===== config.mk =====
export PLATFORM = sky130hd
export DESIGN_NAME = symbol_order_from_sorted_words
export DESIGN_NICKNAME = d
export VERILOG_FILES = /design/src/hw/rtl/sofsw_pkg.sv /design/src/hw/rtl/sofsw_front.sv /design/src/hw/rtl/sofsw_back.sv /design/src/hw/rtl/symbol_order_from_sorted_words.sv
export SDC_FILE = /design/constraint.sdc
export NUM_CORES = 2
export LEC_CHECK = 0
export BUFFER_PORTS_ARGS = -buffer_cell sky130_fd_sc_hd__buf_2
export CAP_MARGIN = 20
export CORE_ASPECT_RATIO = 0.5
export CORE_UTILIZATION = 50
export CTS_CLUSTER_DIAMETER = 80
export DETAILED_ROUTE_END_ITERATION = 7
export PLACE_DENSITY = 0.65
export SETUP_SLACK_MARGIN = 0.05
export SLEW_MARGIN = 25
export SYNTH_ARGS = -nofsm -noshare
export SYNTH_HDL_FRONTEND = slang
export SYNTH_SLANG_ARGS = --single-unit

===== constraint.sdc =====
create_clock -name i_clk -period 31.2 [get_ports i_clk]
set_input_delay 3.12 -clock i_clk [delete_from_list [all_inputs] [get_ports i_clk]]
set_output_delay 3.12 -clock i_clk [all_outputs]
set_load 0.02 [all_outputs]

===== src/hw/rtl/sofsw_pkg.sv =====
// Package for the symbol-order block: sizes, status codes, state types and
// the beat record passed from the front end to the back end. No dependencies.
package sofsw_pkg;
    localparam int ALPHABET  = 32;
    localparam int MAX_WORD  = 64;
    localparam int SYM_W     = 5;
    localparam int POS_W     = 7;   // holds 0..MAX_WORD
    localparam int ADDR_W    = 6;   // indexes MAX_WORD entries
    localparam int QDEPTH    = 4;
    localparam int QPTR_W    = 2;

    localparam logic [1:0] ST_OK     = 2'd0;
    localparam logic [1:0] ST_PREFIX = 2'd1;
    localparam logic [1:0] ST_CYCLE  = 2'd2;
    localparam logic [1:0] ST_LONG   = 2'd3;

    typedef struct packed {
        logic [SYM_W-1:0] symbol;
        logic             word_end;
        logic             list_end;
    } t_beat;

    typedef enum logic [2:0] {
        S_RUN, S_SEED, S_POP, S_SCAN, S_EMIT, S_FAIL, S_CLEAR
    } t_state;
endpackage


===== src/hw/rtl/sofsw_front.sv =====
// Front end: accepts input beats and holds them in a short queue toward the
// back end. Depends on sofsw_pkg.
module sofsw_front (
    input  logic                  i_clk,
    input  logic                  i_rst_n,
    input  logic                  i_valid,
    output logic                  o_ready,
    input  sofsw_pkg::t_beat      i_beat,
    output logic                  o_valid,
    input  logic                  i_ready,
    output sofsw_pkg::t_beat      o_beat
);
    import sofsw_pkg::*;

    t_beat             r_mem [QDEPTH];
    logic [QPTR_W:0]   r_wr, r_rd;
    logic              w_full, w_push, w_pop;

    assign w_full  = (r_wr[QPTR_W] != r_rd[QPTR_W]) && (r_wr[QPTR_W-1:0] == r_rd[QPTR_W-1:0]);
    assign o_ready = !w_full;
    assign o_valid = (r_wr != r_rd);
    assign w_push  = i_valid && o_ready;
    assign w_pop   = o_valid && i_ready;
    assign o_beat  = r_mem[r_rd[QPTR_W-1:0]];

    always_ff @(posedge i_clk) begin
        if (w_push) begin
            r_mem[r_wr[QPTR_W-1:0]] <= i_beat;
        end
        if (!i_rst_n) begin
            r_wr <= '0;
            r_rd <= '0;
        end else begin
            if (w_push) r_wr <= r_wr + 1'b1;
            if (w_pop)  r_rd <= r_rd + 1'b1;
        end
    end
endmodule


===== src/hw/rtl/sofsw_back.sv =====
// Back end: compares words, records edges and runs the closing sort with a
// result register toward the output. Depends on sofsw_pkg.
module sofsw_back (
    input  logic                  i_clk,
    input  logic                  i_rst_n,
    input  logic                  i_valid,
    output logic                  o_ready,
    input  sofsw_pkg::t_beat      i_beat,
    output logic                  o_valid,
    input  logic                  i_ready,
    output logic [sofsw_pkg::SYM_W-1:0] o_sym,
    output logic [1:0]            o_status,
    output logic                  o_last
);
    import sofsw_pkg::*;

    // Word store: two buffers, written and read in clocked blocks.
    logic [SYM_W-1:0]  r_store [2*MAX_WORD];
    logic [SYM_W-1:0]  r_prev_sym;
    logic              r_phase;              // 0: read old symbol, 1: act on it

    logic [POS_W-1:0]  r_prev_len, r_pos;
    logic              r_buf, r_diff, r_have;
    logic [1:0]        r_fail;
    logic [ALPHABET-1:0] r_present;
    logic [ALPHABET-1:0] r_edge [ALPHABET];
    logic [SYM_W-1:0]  r_deg [ALPHABET];
    logic [SYM_W-1:0]  r_queue [ALPHABET];
    logic [SYM_W:0]    r_head, r_tail, r_total;
    logic [SYM_W-1:0]  r_u, r_v;
    logic              r_vdone;

    t_state            r_state, n_state;
    logic              r_ovalid;
    logic [SYM_W-1:0]  r_osym;
    logic [1:0]        r_ostat;
    logic              r_olast;

    logic              w_take, w_long, w_cmp, w_end;
    logic [ADDR_W-1:0] w_addr;
    logic              w_ofree, w_load, w_lastsym;

    assign w_ofree   = !r_ovalid || i_ready;
    assign w_take    = i_valid && o_ready;
    assign w_long    = (r_pos >= POS_W'(MAX_WORD));
    assign w_addr    = r_pos[ADDR_W-1:0];
    assign w_cmp     = r_have && !r_diff && (r_pos < r_prev_len) && !w_long;
    assign w_end     = i_beat.word_end || i_beat.list_end;
    assign w_lastsym = (r_v == SYM_W'(r_total - 1'b1));

    always_comb begin
        n_state = r_state;
        case (r_state)
            S_RUN: begin
                if (w_take && i_beat.list_end) n_state = S_SEED;
            end
            S_SEED: begin
                if (r_fail != ST_OK) n_state = S_FAIL;
                else if (r_vdone) n_state = S_POP;
            end
            S_POP: begin
                if (r_head != r_tail) n_state = S_SCAN;
                else if (r_head == r_total) n_state = S_EMIT;
                else n_state = S_FAIL;
            end
            S_SCAN: begin
                if (r_vdone) n_state = S_POP;
            end
            S_EMIT: begin
                if (w_ofree && w_lastsym) n_state = S_CLEAR;
            end
            S_FAIL: begin
                if (w_ofree) n_state = S_CLEAR;
            end
            S_CLEAR: begin
                if (r_vdone) n_state = S_RUN;
            end
            default: n_state = S_CLEAR;
        endcase
    end

    always_comb begin
        o_ready = 1'b0;
        w_load  = 1'b0;
        case (r_state)
            S_RUN:          o_ready = r_phase;
            S_EMIT, S_FAIL: w_load  = w_ofree;
            default: ;
        endcase
    end

    always_ff @(posedge i_clk) begin
        if (!i_rst_n) begin
            r_state <= S_CLEAR; r_phase <= 1'b0; r_prev_len <= '0; r_pos <= '0;
            r_buf <= 1'b0; r_diff <= 1'b0; r_have <= 1'b0; r_fail <= ST_OK;
            r_present <= '0; r_ovalid <= 1'b0; r_v <= '0; r_vdone <= 1'b0;
            r_head <= '0; r_tail <= '0; r_total <= '0;
        end else begin
            if (w_load) r_ovalid <= 1'b1;
            else if (i_ready) r_ovalid <= 1'b0;
            case (r_state)
                S_RUN: begin
                    if (!r_phase) begin
                        if (i_valid) begin
                            r_prev_sym <= r_store[{~r_buf, w_addr}];
                            r_phase <= 1'b1;
                        end
                    end else if (w_take) begin
                        r_phase <= 1'b0;
                        r_present[i_beat.symbol] <= 1'b1;
                        if (w_long) begin
                            if (r_fail == ST_OK) r_fail <= ST_LONG;
                        end else begin
                            r_store[{r_buf, w_addr}] <= i_beat.symbol;
                            if (w_cmp && r_prev_sym != i_beat.symbol) begin
                                if (!r_edge[r_prev_sym][i_beat.symbol]) begin
                                    r_edge[r_prev_sym][i_beat.symbol] <= 1'b1;
                                    r_deg[i_beat.symbol] <= r_deg[i_beat.symbol] + 1'b1;
                                end
                                r_diff <= 1'b1;
                            end
                        end
                        if (w_end) begin
                            if (r_have && !(r_diff || (w_cmp && r_prev_sym != i_beat.symbol))
                                && r_prev_len > (w_long ? r_pos : r_pos + 1'b1)
                                && r_fail == ST_OK && !(w_long))
                                r_fail <= ST_PREFIX;
                            r_prev_len <= w_long ? r_pos : r_pos + 1'b1;
                            r_buf <= ~r_buf; r_pos <= '0; r_diff <= 1'b0; r_have <= 1'b1;
                        end else if (!w_long) begin
                            r_pos <= r_pos + 1'b1;
                        end
                        if (i_beat.list_end) begin
                            r_v <= '0; r_vdone <= 1'b0; r_head <= '0; r_tail <= '0;
                            r_total <= '0;
                        end
                    end
                end
                S_SEED: begin
                    if (r_present[r_v]) begin
                        r_total <= r_total + 1'b1;
                        if (r_deg[r_v] == '0) begin
                            r_queue[r_tail[SYM_W-1:0]] <= r_v;
                            r_tail <= r_tail + 1'b1;
                        end
                    end
                    if (r_vdone) begin
                        r_v <= '0; r_vdone <= 1'b0;
                    end else begin
                        r_v <= r_v + 1'b1;
                        r_vdone <= (r_v == SYM_W'(ALPHABET-2));
                    end
                end
                S_POP: begin
                    r_v <= '0; r_vdone <= 1'b0;
                    if (r_head != r_tail) begin
                        r_u <= r_queue[r_head[SYM_W-1:0]];
                    end else if (r_head != r_total) begin
                        // Symbols left with predecessors: the graph has a cycle.
                        r_fail <= ST_CYCLE;
                    end
                end
                S_SCAN: begin
                    if (r_edge[r_u][r_v] && r_deg[r_v] != '0) begin
                        r_deg[r_v] <= r_deg[r_v] - 1'b1;
                        if (r_deg[r_v] == SYM_W'(1)) begin
                            r_queue[r_tail[SYM_W-1:0]] <= r_v;
                            r_tail <= r_tail + 1'b1;
                        end
                    end
                    if (r_vdone) begin
                        r_head <= r_head + 1'b1; r_v <= '0; r_vdone <= 1'b0;
                    end else begin
                        r_v <= r_v + 1'b1;
                        r_vdone <= (r_v == SYM_W'(ALPHABET-2));
                    end
                end
                S_EMIT: begin
                    // Sort done; queue now holds the order in slots 0..head-1.
                    if (w_ofree) begin
                        r_osym <= r_queue[r_v];
                        r_ostat <= ST_OK;
                        r_olast <= w_lastsym;
                        if (w_lastsym) begin
                            r_v <= '0; r_vdone <= 1'b0;
                        end else begin
                            r_v <= r_v + 1'b1;
                        end
                    end
                end
                S_FAIL: begin
                    if (w_ofree) begin
                        r_osym <= '0; r_ostat <= r_fail; r_olast <= 1'b1;
                        r_v <= '0; r_vdone <= 1'b0;
                    end
                end
                S_CLEAR: begin
                    r_edge[r_v] <= '0; r_deg[r_v] <= '0;
                    if (r_vdone) begin
                        r_v <= '0; r_vdone <= 1'b0; r_present <= '0; r_fail <= ST_OK;
                        r_prev_len <= '0; r_pos <= '0; r_buf <= 1'b0; r_diff <= 1'b0;
                        r_have <= 1'b0; r_phase <= 1'b0; r_total <= '0;
                    end else begin
                        r_v <= r_v + 1'b1;
                        r_vdone <= (r_v == SYM_W'(ALPHABET-2));
                    end
                end
                default: ;
            endcase
            r_state <= n_state;
        end
    end

    assign o_valid  = r_ovalid;
    assign o_sym    = r_osym;
    assign o_status = r_ostat;
    assign o_last   = r_olast;
endmodule


===== src/hw/rtl/symbol_order_from_sorted_words.sv =====
// Top level of the symbol-order block: front queue and back end.
// Depends on sofsw_pkg, sofsw_front and sofsw_back.
//
// Usage: a sorted word list streams in on the s_axis channel, one symbol
// per beat, tlast marking the end of the list and tuser the end of a word.
// For each symbol the back end first reads the matching symbol of the
// previous word from the word store, then compares it with the new one and
// records an edge. A four-entry queue parts the input from the back end.
// On the list's last beat the back end seeds the sort, then scans the edges
// of each symbol it takes from the ready queue until it finds the queue
// empty, then emits the order (one beat per cycle while the receiver takes
// them) or a single failure beat, and clears the edge matrix. The back end
// takes no symbols during the sort and clearing; the queue still accepts up
// to four beats before tready drops. A stalled receiver holds the output
// register and stops the back end. After reset the back end first runs the
// clearing pass before it takes symbols.
module symbol_order_from_sorted_words (
    input  logic       i_clk,
    input  logic       i_rst_n,
    input  logic       s_axis_tvalid,
    output logic       s_axis_tready,
    input  logic [7:0] s_axis_tdata,   // [4:0] symbol, zero fill above
    input  logic       s_axis_tuser,   // word_end
    input  logic       s_axis_tlast,   // list_end
    output logic       m_axis_tvalid,
    input  logic       m_axis_tready,
    output logic [7:0] m_axis_tdata,   // [4:0] order_symbol, [6:5] status, zero fill
    output logic       m_axis_tlast    // last
);
    import sofsw_pkg::*;

    t_beat            w_in, w_q;
    logic             w_qv, w_qr;
    logic [SYM_W-1:0] w_sym;
    logic [1:0]       w_stat;

    assign w_in = '{symbol: s_axis_tdata[SYM_W-1:0], word_end: s_axis_tuser,
                    list_end: s_axis_tlast};

    sofsw_front u_front (
        .i_clk(i_clk), .i_rst_n(i_rst_n),
        .i_valid(s_axis_tvalid), .o_ready(s_axis_tready), .i_beat(w_in),
        .o_valid(w_qv), .i_ready(w_qr), .o_beat(w_q)
    );

    sofsw_back u_back (
        .i_clk(i_clk), .i_rst_n(i_rst_n),
        .i_valid(w_qv), .o_ready(w_qr), .i_beat(w_q),
        .o_valid(m_axis_tvalid), .i_ready(m_axis_tready),
        .o_sym(w_sym), .o_status(w_stat), .o_last(m_axis_tlast)
    );

    assign m_axis_tdata = {1'b0, w_stat, w_sym};
endmodule


Word level (Yosys, flattened, before mapping)
Memories as Yosys holds them, arrays and structs flattened. A register that Yosys moved wholly into a read port is not among the register bits.
Index checks and enable logic that the tools add are counted.
- equal/unequal tests: 35
- magnitude comparators: 6
- bitwise gates (word level): 5
- reductions and logical operators: 54
- multiplexer cells: 149
- add/subtract/negate cells: 10
- operators by type and width (kind ; count):
    2-to-1 mux 32 bit ; 6
    2-to-1 mux 5 bit ; 17
    2-to-1 mux 1 bit ; 67
    case mux 32 bit (2 select lines) ; 1
    2-to-1 mux 6 bit ; 10
    2-to-1 mux 7 bit ; 8
    case mux 6 bit (3 select lines) ; 2
    inequality test 2 x 1 -> 1 bit, second input constant ; 16
    OR 32 bit ; 1
    OR reduction 32 bit ; 1
    case mux 7 bit (2 select lines) ; 2
    2-to-1 mux 2 bit ; 13
    case mux 5 bit (5 select lines) ; 1
    AND reduction 6 bit ; 4
    2-to-1 mux 3 bit ; 7
    case mux 3 bit (7 select lines) ; 1
    adder 6 x 1 -> 6 bit, second input constant ; 3
    AND reduction 4 bit ; 4
    binary-select mux 1 bit (select 5 bit) ; 3
    logical AND 1 bit ; 15
    less-than comparator 5 x 6 -> 1 bit, second input constant ; 2
    inequality test 6 bit ; 2
    case mux 6 bit (2 select lines) ; 1
    adder 5 x 1 -> 5 bit, second input constant ; 2
    other kinds (45) ; 70
- memories kept: 5
- word-level logic and storage cells: 284
- output and inout bits: 11
- memory bits (writable): 2012
- register bits: 94
- memories (memory ; depth ; bits a word ; read ports ; clocked after Yosys merged registers in ; write ports ; RTL line ; source):
    u_back.r_edge ; 32 ; 32 ; 2 ; 0 ; 1 ; sofsw_back.sv:26 ; logic [ALPHABET-1:0] r_edge [ALPHABET];
    u_back.r_store ; 128 ; 5 ; 1 ; 1 ; 1 ; sofsw_back.sv:18 ; logic [SYM_W-1:0] r_store [2*MAX_WORD];
    u_back.r_deg ; 32 ; 5 ; 2 ; 1 ; 1 ; sofsw_back.sv:27 ; logic [SYM_W-1:0] r_deg [ALPHABET];
    u_back.r_queue ; 32 ; 5 ; 2 ; 2 ; 1 ; sofsw_back.sv:28 ; logic [SYM_W-1:0] r_queue [ALPHABET];
    u_front.r_mem ; 4 ; 7 ; 1 ; 1 ; 1 ; sofsw_front.sv:15 ; t_beat r_mem [QDEPTH];

Logic depth before layout (Yosys ltp)
- depth after elaboration: 16
- mapped depth: 17
- gate-level depth less buffers: 12

Cells and area by module
Synthesis repeated with hierarchy kept, for this count alone.
- cells, all modules: 6718
- area total of the unflattened synthesis: 98848.6 µm²
- modules (own cells, without submodules) (module ; times used ; cells each ; seq. area each (µm²) ; area an instance (µm²)):
    sofsw_back ; 1 ; 6611 ; 61819.3 ; 97255.8
    sofsw_front ; 1 ; 105 ; 1001.0 ; 1581.5
    symbol_order_from_sorted_words ; 1 ; 2 ; 0.0 ; 11.3

Worst setup path before layout
No wires, ideal clock.
- path kind: input port to flip-flop
- from: input i_rst_n
- to: memory u_back.r_edge[0][0], data pin
- buffers on the path: 2
- setup slack: 8.525 ns
- setup time: 3.481 ns
- arrival: 19.193 ns
- stages: 5
- required time: 27.719 ns
- path through: inv_1 > nor2_1 > clkinv_1 > clkbuf_1 > clkbuf_1
- cells in the longest elaborated chain, start to end: 4
- RTL lines (item ; RTL line ; source):
    from (decl) ; symbol_order_from_sorted_words.sv:19 ; input logic i_rst_n,
    2-to-1 mux 1 bit ; sofsw_back.sv:93 ; if (!i_rst_n) begin
    2-to-1 mux 1 bit (not written as such) ; sofsw_back.sv:198 ; r_edge[r_v] <= '0; r_deg[r_v] <= '0;
    OR reduction 32 bit (no line) ; -- ;
    2-to-1 mux 32 bit (no line) ; -- ;
    to (decl) ; sofsw_back.sv:26 ;
Every way passes these cells.

Worst setup path in the final report
- from: register u_back.r_prev_sym[1] (read register of u_back.r_store)
- to: memory u_back.r_deg[4][2], enable pin
- cells in the longest elaborated chain, start to end: 12
- elaborated cells on any way between the ends: 14
- those cells by class: eq/ne (1); mux (11); reduce/logical (1); memory (1)
- RTL lines (item ; RTL line ; source):
    from (decl) ; sofsw_back.sv:19 ; logic [SYM_W-1:0] r_prev_sym;
    memory read (32 x 32 bit) ; -- ;
    binary-select mux 1 bit (select 5 bit) ; sofsw_back.sv:116 ; if (!r_edge[r_prev_sym][i_beat.symbol]) begin
    2-to-1 mux 1 bit (not written as such) ; sofsw_back.sv:116 ;
    2-to-1 mux 1 bit ; sofsw_back.sv:116 ;
    2-to-1 mux 1 bit (*) ; sofsw_back.sv:115 ; if (w_cmp && r_prev_sym != i_beat.symbol) begin
    2-to-1 mux 1 bit (*) ; sofsw_back.sv:111 ; if (w_long) begin
    2-to-1 mux 1 bit (*) ; sofsw_back.sv:108 ; end else if (w_take) begin
    2-to-1 mux 1 bit (*) ; sofsw_back.sv:103 ; if (!r_phase) begin
    2-to-1 mux 1 bit (*) ; sofsw_back.sv:101 ; case (r_state)
    2-to-1 mux 1 bit (*) ; sofsw_back.sv:93 ;
    2-to-1 mux 1 bit (not written as such) (*) ; sofsw_back.sv:118 ; r_deg[i_beat.symbol] <= r_deg[i_beat.symbol] + 1'b1;
    2-to-1 mux 1 bit (no line) (*) ; -- ;
    to (decl) ; sofsw_back.sv:27 ;
Mark *: on every way between the ends. The rest lies on a longest branch, timed or not. The select of a mux whose other input is x is not followed.

==> results.py <==
metrics = {
    "outcome": {
        "status": "finished, final reports clean",
    },
    "synth": {
        "synth_flop_cell": "edfxtp_1",
        "ys_seq_area_share_pct": 63.75,
        "syn_area_per_cell_sq_um": 14.89,
        "syn_inst": 6620,
        "synth_area_sq_um": 98540,
        "yosysWarnings": 0,
        "synthArstFlopShare_pct": 0,
        "ys_ff_latch": 2123,
        "synth_nets": 6666,
        "yosys.cell_types.count": 80,
        "synth_edf_count": 2030,
    },
    "critical_path": {
        "endpoint_kind": "flop",
        "path_buf_inv": 5,
        "worstPathMaxFanout": 54,
        "path_cells": "buf_4 > buf_4 > buf_4 > mux4_2 > mux4_2 > o311ai_1 > a221oi_1 > inv_1 > nand4_1 > nor4_4 > buf_4 > nor2_1 > a21oi_1",
        "crit_family": "buffers and inverters",
        "max_stage_delay_ns": 0.86,
        "worstPathArrival_ns": 8.99,
        "required_ns": 31.67,
        "worstSetupStartpointType": "flop",
        "slowest_stage": "edfxtp_1",
        "cp_common_cell": "buf_4",
        "worstSetupPathType": "flop to flop",
    },
    "sta": {
        "fin_crit_sh_pct": 27.31,
        "setup_viol": 0,
        "setup_slack_ns": 22.68,
        "tightestPinTransition_ns": 1.231,
        "rsz0062_at_grt": "false",
        "post-route-min-period_ns": 8.521,
        "fin_skew_ns": 0.06291,
        "hold_viol": 0,
        "fmax_mhz": 117.4,
        "drv_slew": 0,
        "whs_ns": 0.4714,
        "finalSetupTns_ns": 0,
        "slew_headroom_pct": 17.15,
    },
    "power": {
        "ir_drop_uv": 42.59,
        "power-per-cell-area_nw_per_um2": 59.27,
        "leakagePower_nw": 34.20,
    },
    "route": {
        "wl_microns": 298700,
        "detail_route.iter0.violations": 9419,
        "postRouteAntennaNets": 0,
        "drc": 0,
        "wl_per_cell_microns": 32.53,
        "drtPass1Iterations": 8,
        "vias": 63260,
        "vias_per_cell": 6.888,
    },
    "clock_network": {
        "cts_setup_buffers": 0,
        "clock-sinks": 2123,
        "clk_path_buf_depth": 4,
        "insertion_delay_ns": 0.87,
        "cts_resized": 0,
        "ctsHtreeMaxLevel": 4,
        "cts-buffers-inserted": 195,
        "root_buffer": "clkbuf_16",
        "hold_buffers": 0,
        "path_clk_slew_ns": 0.06,
        "cts_tree": "yes",
    },
    "placement": {
        "portBuffers": 20,
        "gp_congestion": 0.8755,
        "pre_cts_ws_ns": 23.06,
        "place_hpwl_microns": 173400,
    },
    "layout": {
        "area_growth_pct": 9.237,
        "final_common_cell": "edfxtp_1",
        "layout_common_cells": "edfxtp_1 (2,030), nor2_1 (1,358), mux4_2 (666)",
        "seq_area_sq_um": 62840,
        "multiInputGateArea_sq_um": 33560,
        "fillCellCount": 15270,
        "nets": 6464,
        "drive_gt1_share_pct": 19.71,
    },
    "grt": {
        "grt_pass1_wl_microns": 429200,
        "grt_pass1_vias": 61970,
        "grt_util_met1_pct": 40.74,
        "gr-total-overflow": 0,
        "grt_usage_pct": 29.70,
        "grt_start_max_net_pins": 230,
        "top_usage_layer": "met2",
        "grtUsageMet3_pct": 7.071,
        "gr-usage-met2_pct": 46.33,
        "antenna_found_initial": 8,
    },
    "floorplanning": {
        "ioPinCount": 25,
        "die_area_sq_um": 199000,
        "initial_core_util_pct": 50.65,
        "die_x_microns": 629.8,
        "num_rows": 114,
        "fp.dieH_microns": 315.9,
        "coreArea_sq_um": 194600,
    },
    "run": {
        "cap_violations": 0,
    },
    "min_path": {
        "hold_class": "flop to flop",
    },
}
power breakdown:
part / switching [mW] / leakage [nW] / total (mW) / internal (mW)
clock: 1.07 / 3.04 / 2.42 / 1.35
combinational: 0.480 / 12.1 / 0.649 / 0.169
sequential: 0.0439 / 19.1 / 3.31 / 3.26
total: 1.60 / 34.2 / 6.38 / 4.78
kinds of logic (layout without fill, tap and decap cells):
group,count (synthesis),in the layout,synth area share [%]
DFF,2123,2123,63.75
and+or+nand+nor,1966,1966,8.368
muxes,930,930,18.00
AOI/OAI and AO/OA,881,881,6.346
buffers and inverters,635,584,2.658
xor gates and xnor gates,51,51,0.4533
adders and majority gates,33,33,0.4165
other,1,5,0.003806
synthesized netlist by cell type (all sizes together) (7+ instances only):
master   count  area share (%)
and3        24            0.15
o22ai       31            0.20
xor2        25            0.22
nand3       88            0.45
nor2b       45            0.29
a41oi       12            0.11
nand2b      16            0.10
buf        240             1.2
dfxtp       93             1.9
nand2      220            0.84
a31oi       61            0.39
a22o        62            0.55
o21ai       48            0.24
a2111oi     10           0.089
mux2        40            0.46
xnor2       26            0.23
mux2i      220             2.2
nand3b      11           0.084
or3         14           0.089
mux4       670              15
inv         38            0.14
o2111ai      7           0.062
o311ai      11           0.098
edfxtp    2030              62
and2        16            0.10
ha          32            0.41
a221oi      60            0.53
nor4        25            0.17
nor3b       10           0.076
nor2      1364             5.2
clkbuf     354             1.3
a22oi      315             2.4
a21oi      161            0.82
nor3        49            0.26
a211oi      27            0.21
nand4       65            0.41
a21o         9           0.069
o211ai      12           0.091
state kept, by name (all words and copies together) (netlist names), 2 cells and up, named ones only:
register,flops
u_front.r_wr,3
u_back.r_pos,7
u_back.r_u,5
u_back.r_prev_len,7
u_front.r_mem,28
u_back.r_head,6
u_back.r_state,3
u_back.r_prev_sym,5
u_back.r_deg,160
u_back.r_queue,160
u_back.o_status,2
u_back.r_present,32
u_back.r_fail,2
u_back.r_v,5
u_back.o_sym,5
u_front.r_rd,3
u_back.r_store,640
u_back.r_edge,1024
u_back.r_total,6
u_back.r_tail,6
through the flow:
stage          power (mW)  util, %  area (sq um)  instances
6_report            6.380    55.33        107600       9183
5_1_grt             6.531    55.32        107600       9180
4_1_cts             6.368    55.30        107600       9178
3_5_place_dp        3.998    52.08        101300       8830
3_3_place_gp        3.971    52.05        101300       8830
2_1_floorplan       3.854        -         98540       6620
routing by layer:
metal,vias up,part of all wire (%)
met5,-,0.0037
met4,2,4.3
met3,737,12
met2,4324,46
met1,32630,37
li1,25560,-
worst min-delay path, delay by kind of cell, from the launching register on:
kind,cells,cell delay [ns]
AO/OA/AOI/OAI,1,0.04
AND/OR/NAND/NOR,1,0.07
flip-flops,1,0.32
cell type report:
class / instances / share of cell area (%)
timing repair buffer: 195 / 1.436
tap: 2610 / 3.034
clock inverter: 102 / 0.9915
sequential: 2123 / 58.38
antenna: 4 / 0.009299
multi-input combinational: 3862 / 31.18
inverter: 41 / 0.1546
clock buffer: 246 / 4.817
path summary, 6_finish.rpt:
check,start,slack (ns),to,cells past startpoint
worst min register to register,u_back.r_present[11],0.47,u_back.r_present[11],2
worst max register to register,u_back.r_prev_sym[1],22.68,u_back.r_deg[4][2],13
worst min-delay path,u_back.r_present[11],0.47,u_back.r_present[11],2
worst max-delay path,u_back.r_prev_sym[1],22.68,u_back.r_deg[4][2],13
(Power assumes the default switching activity.)
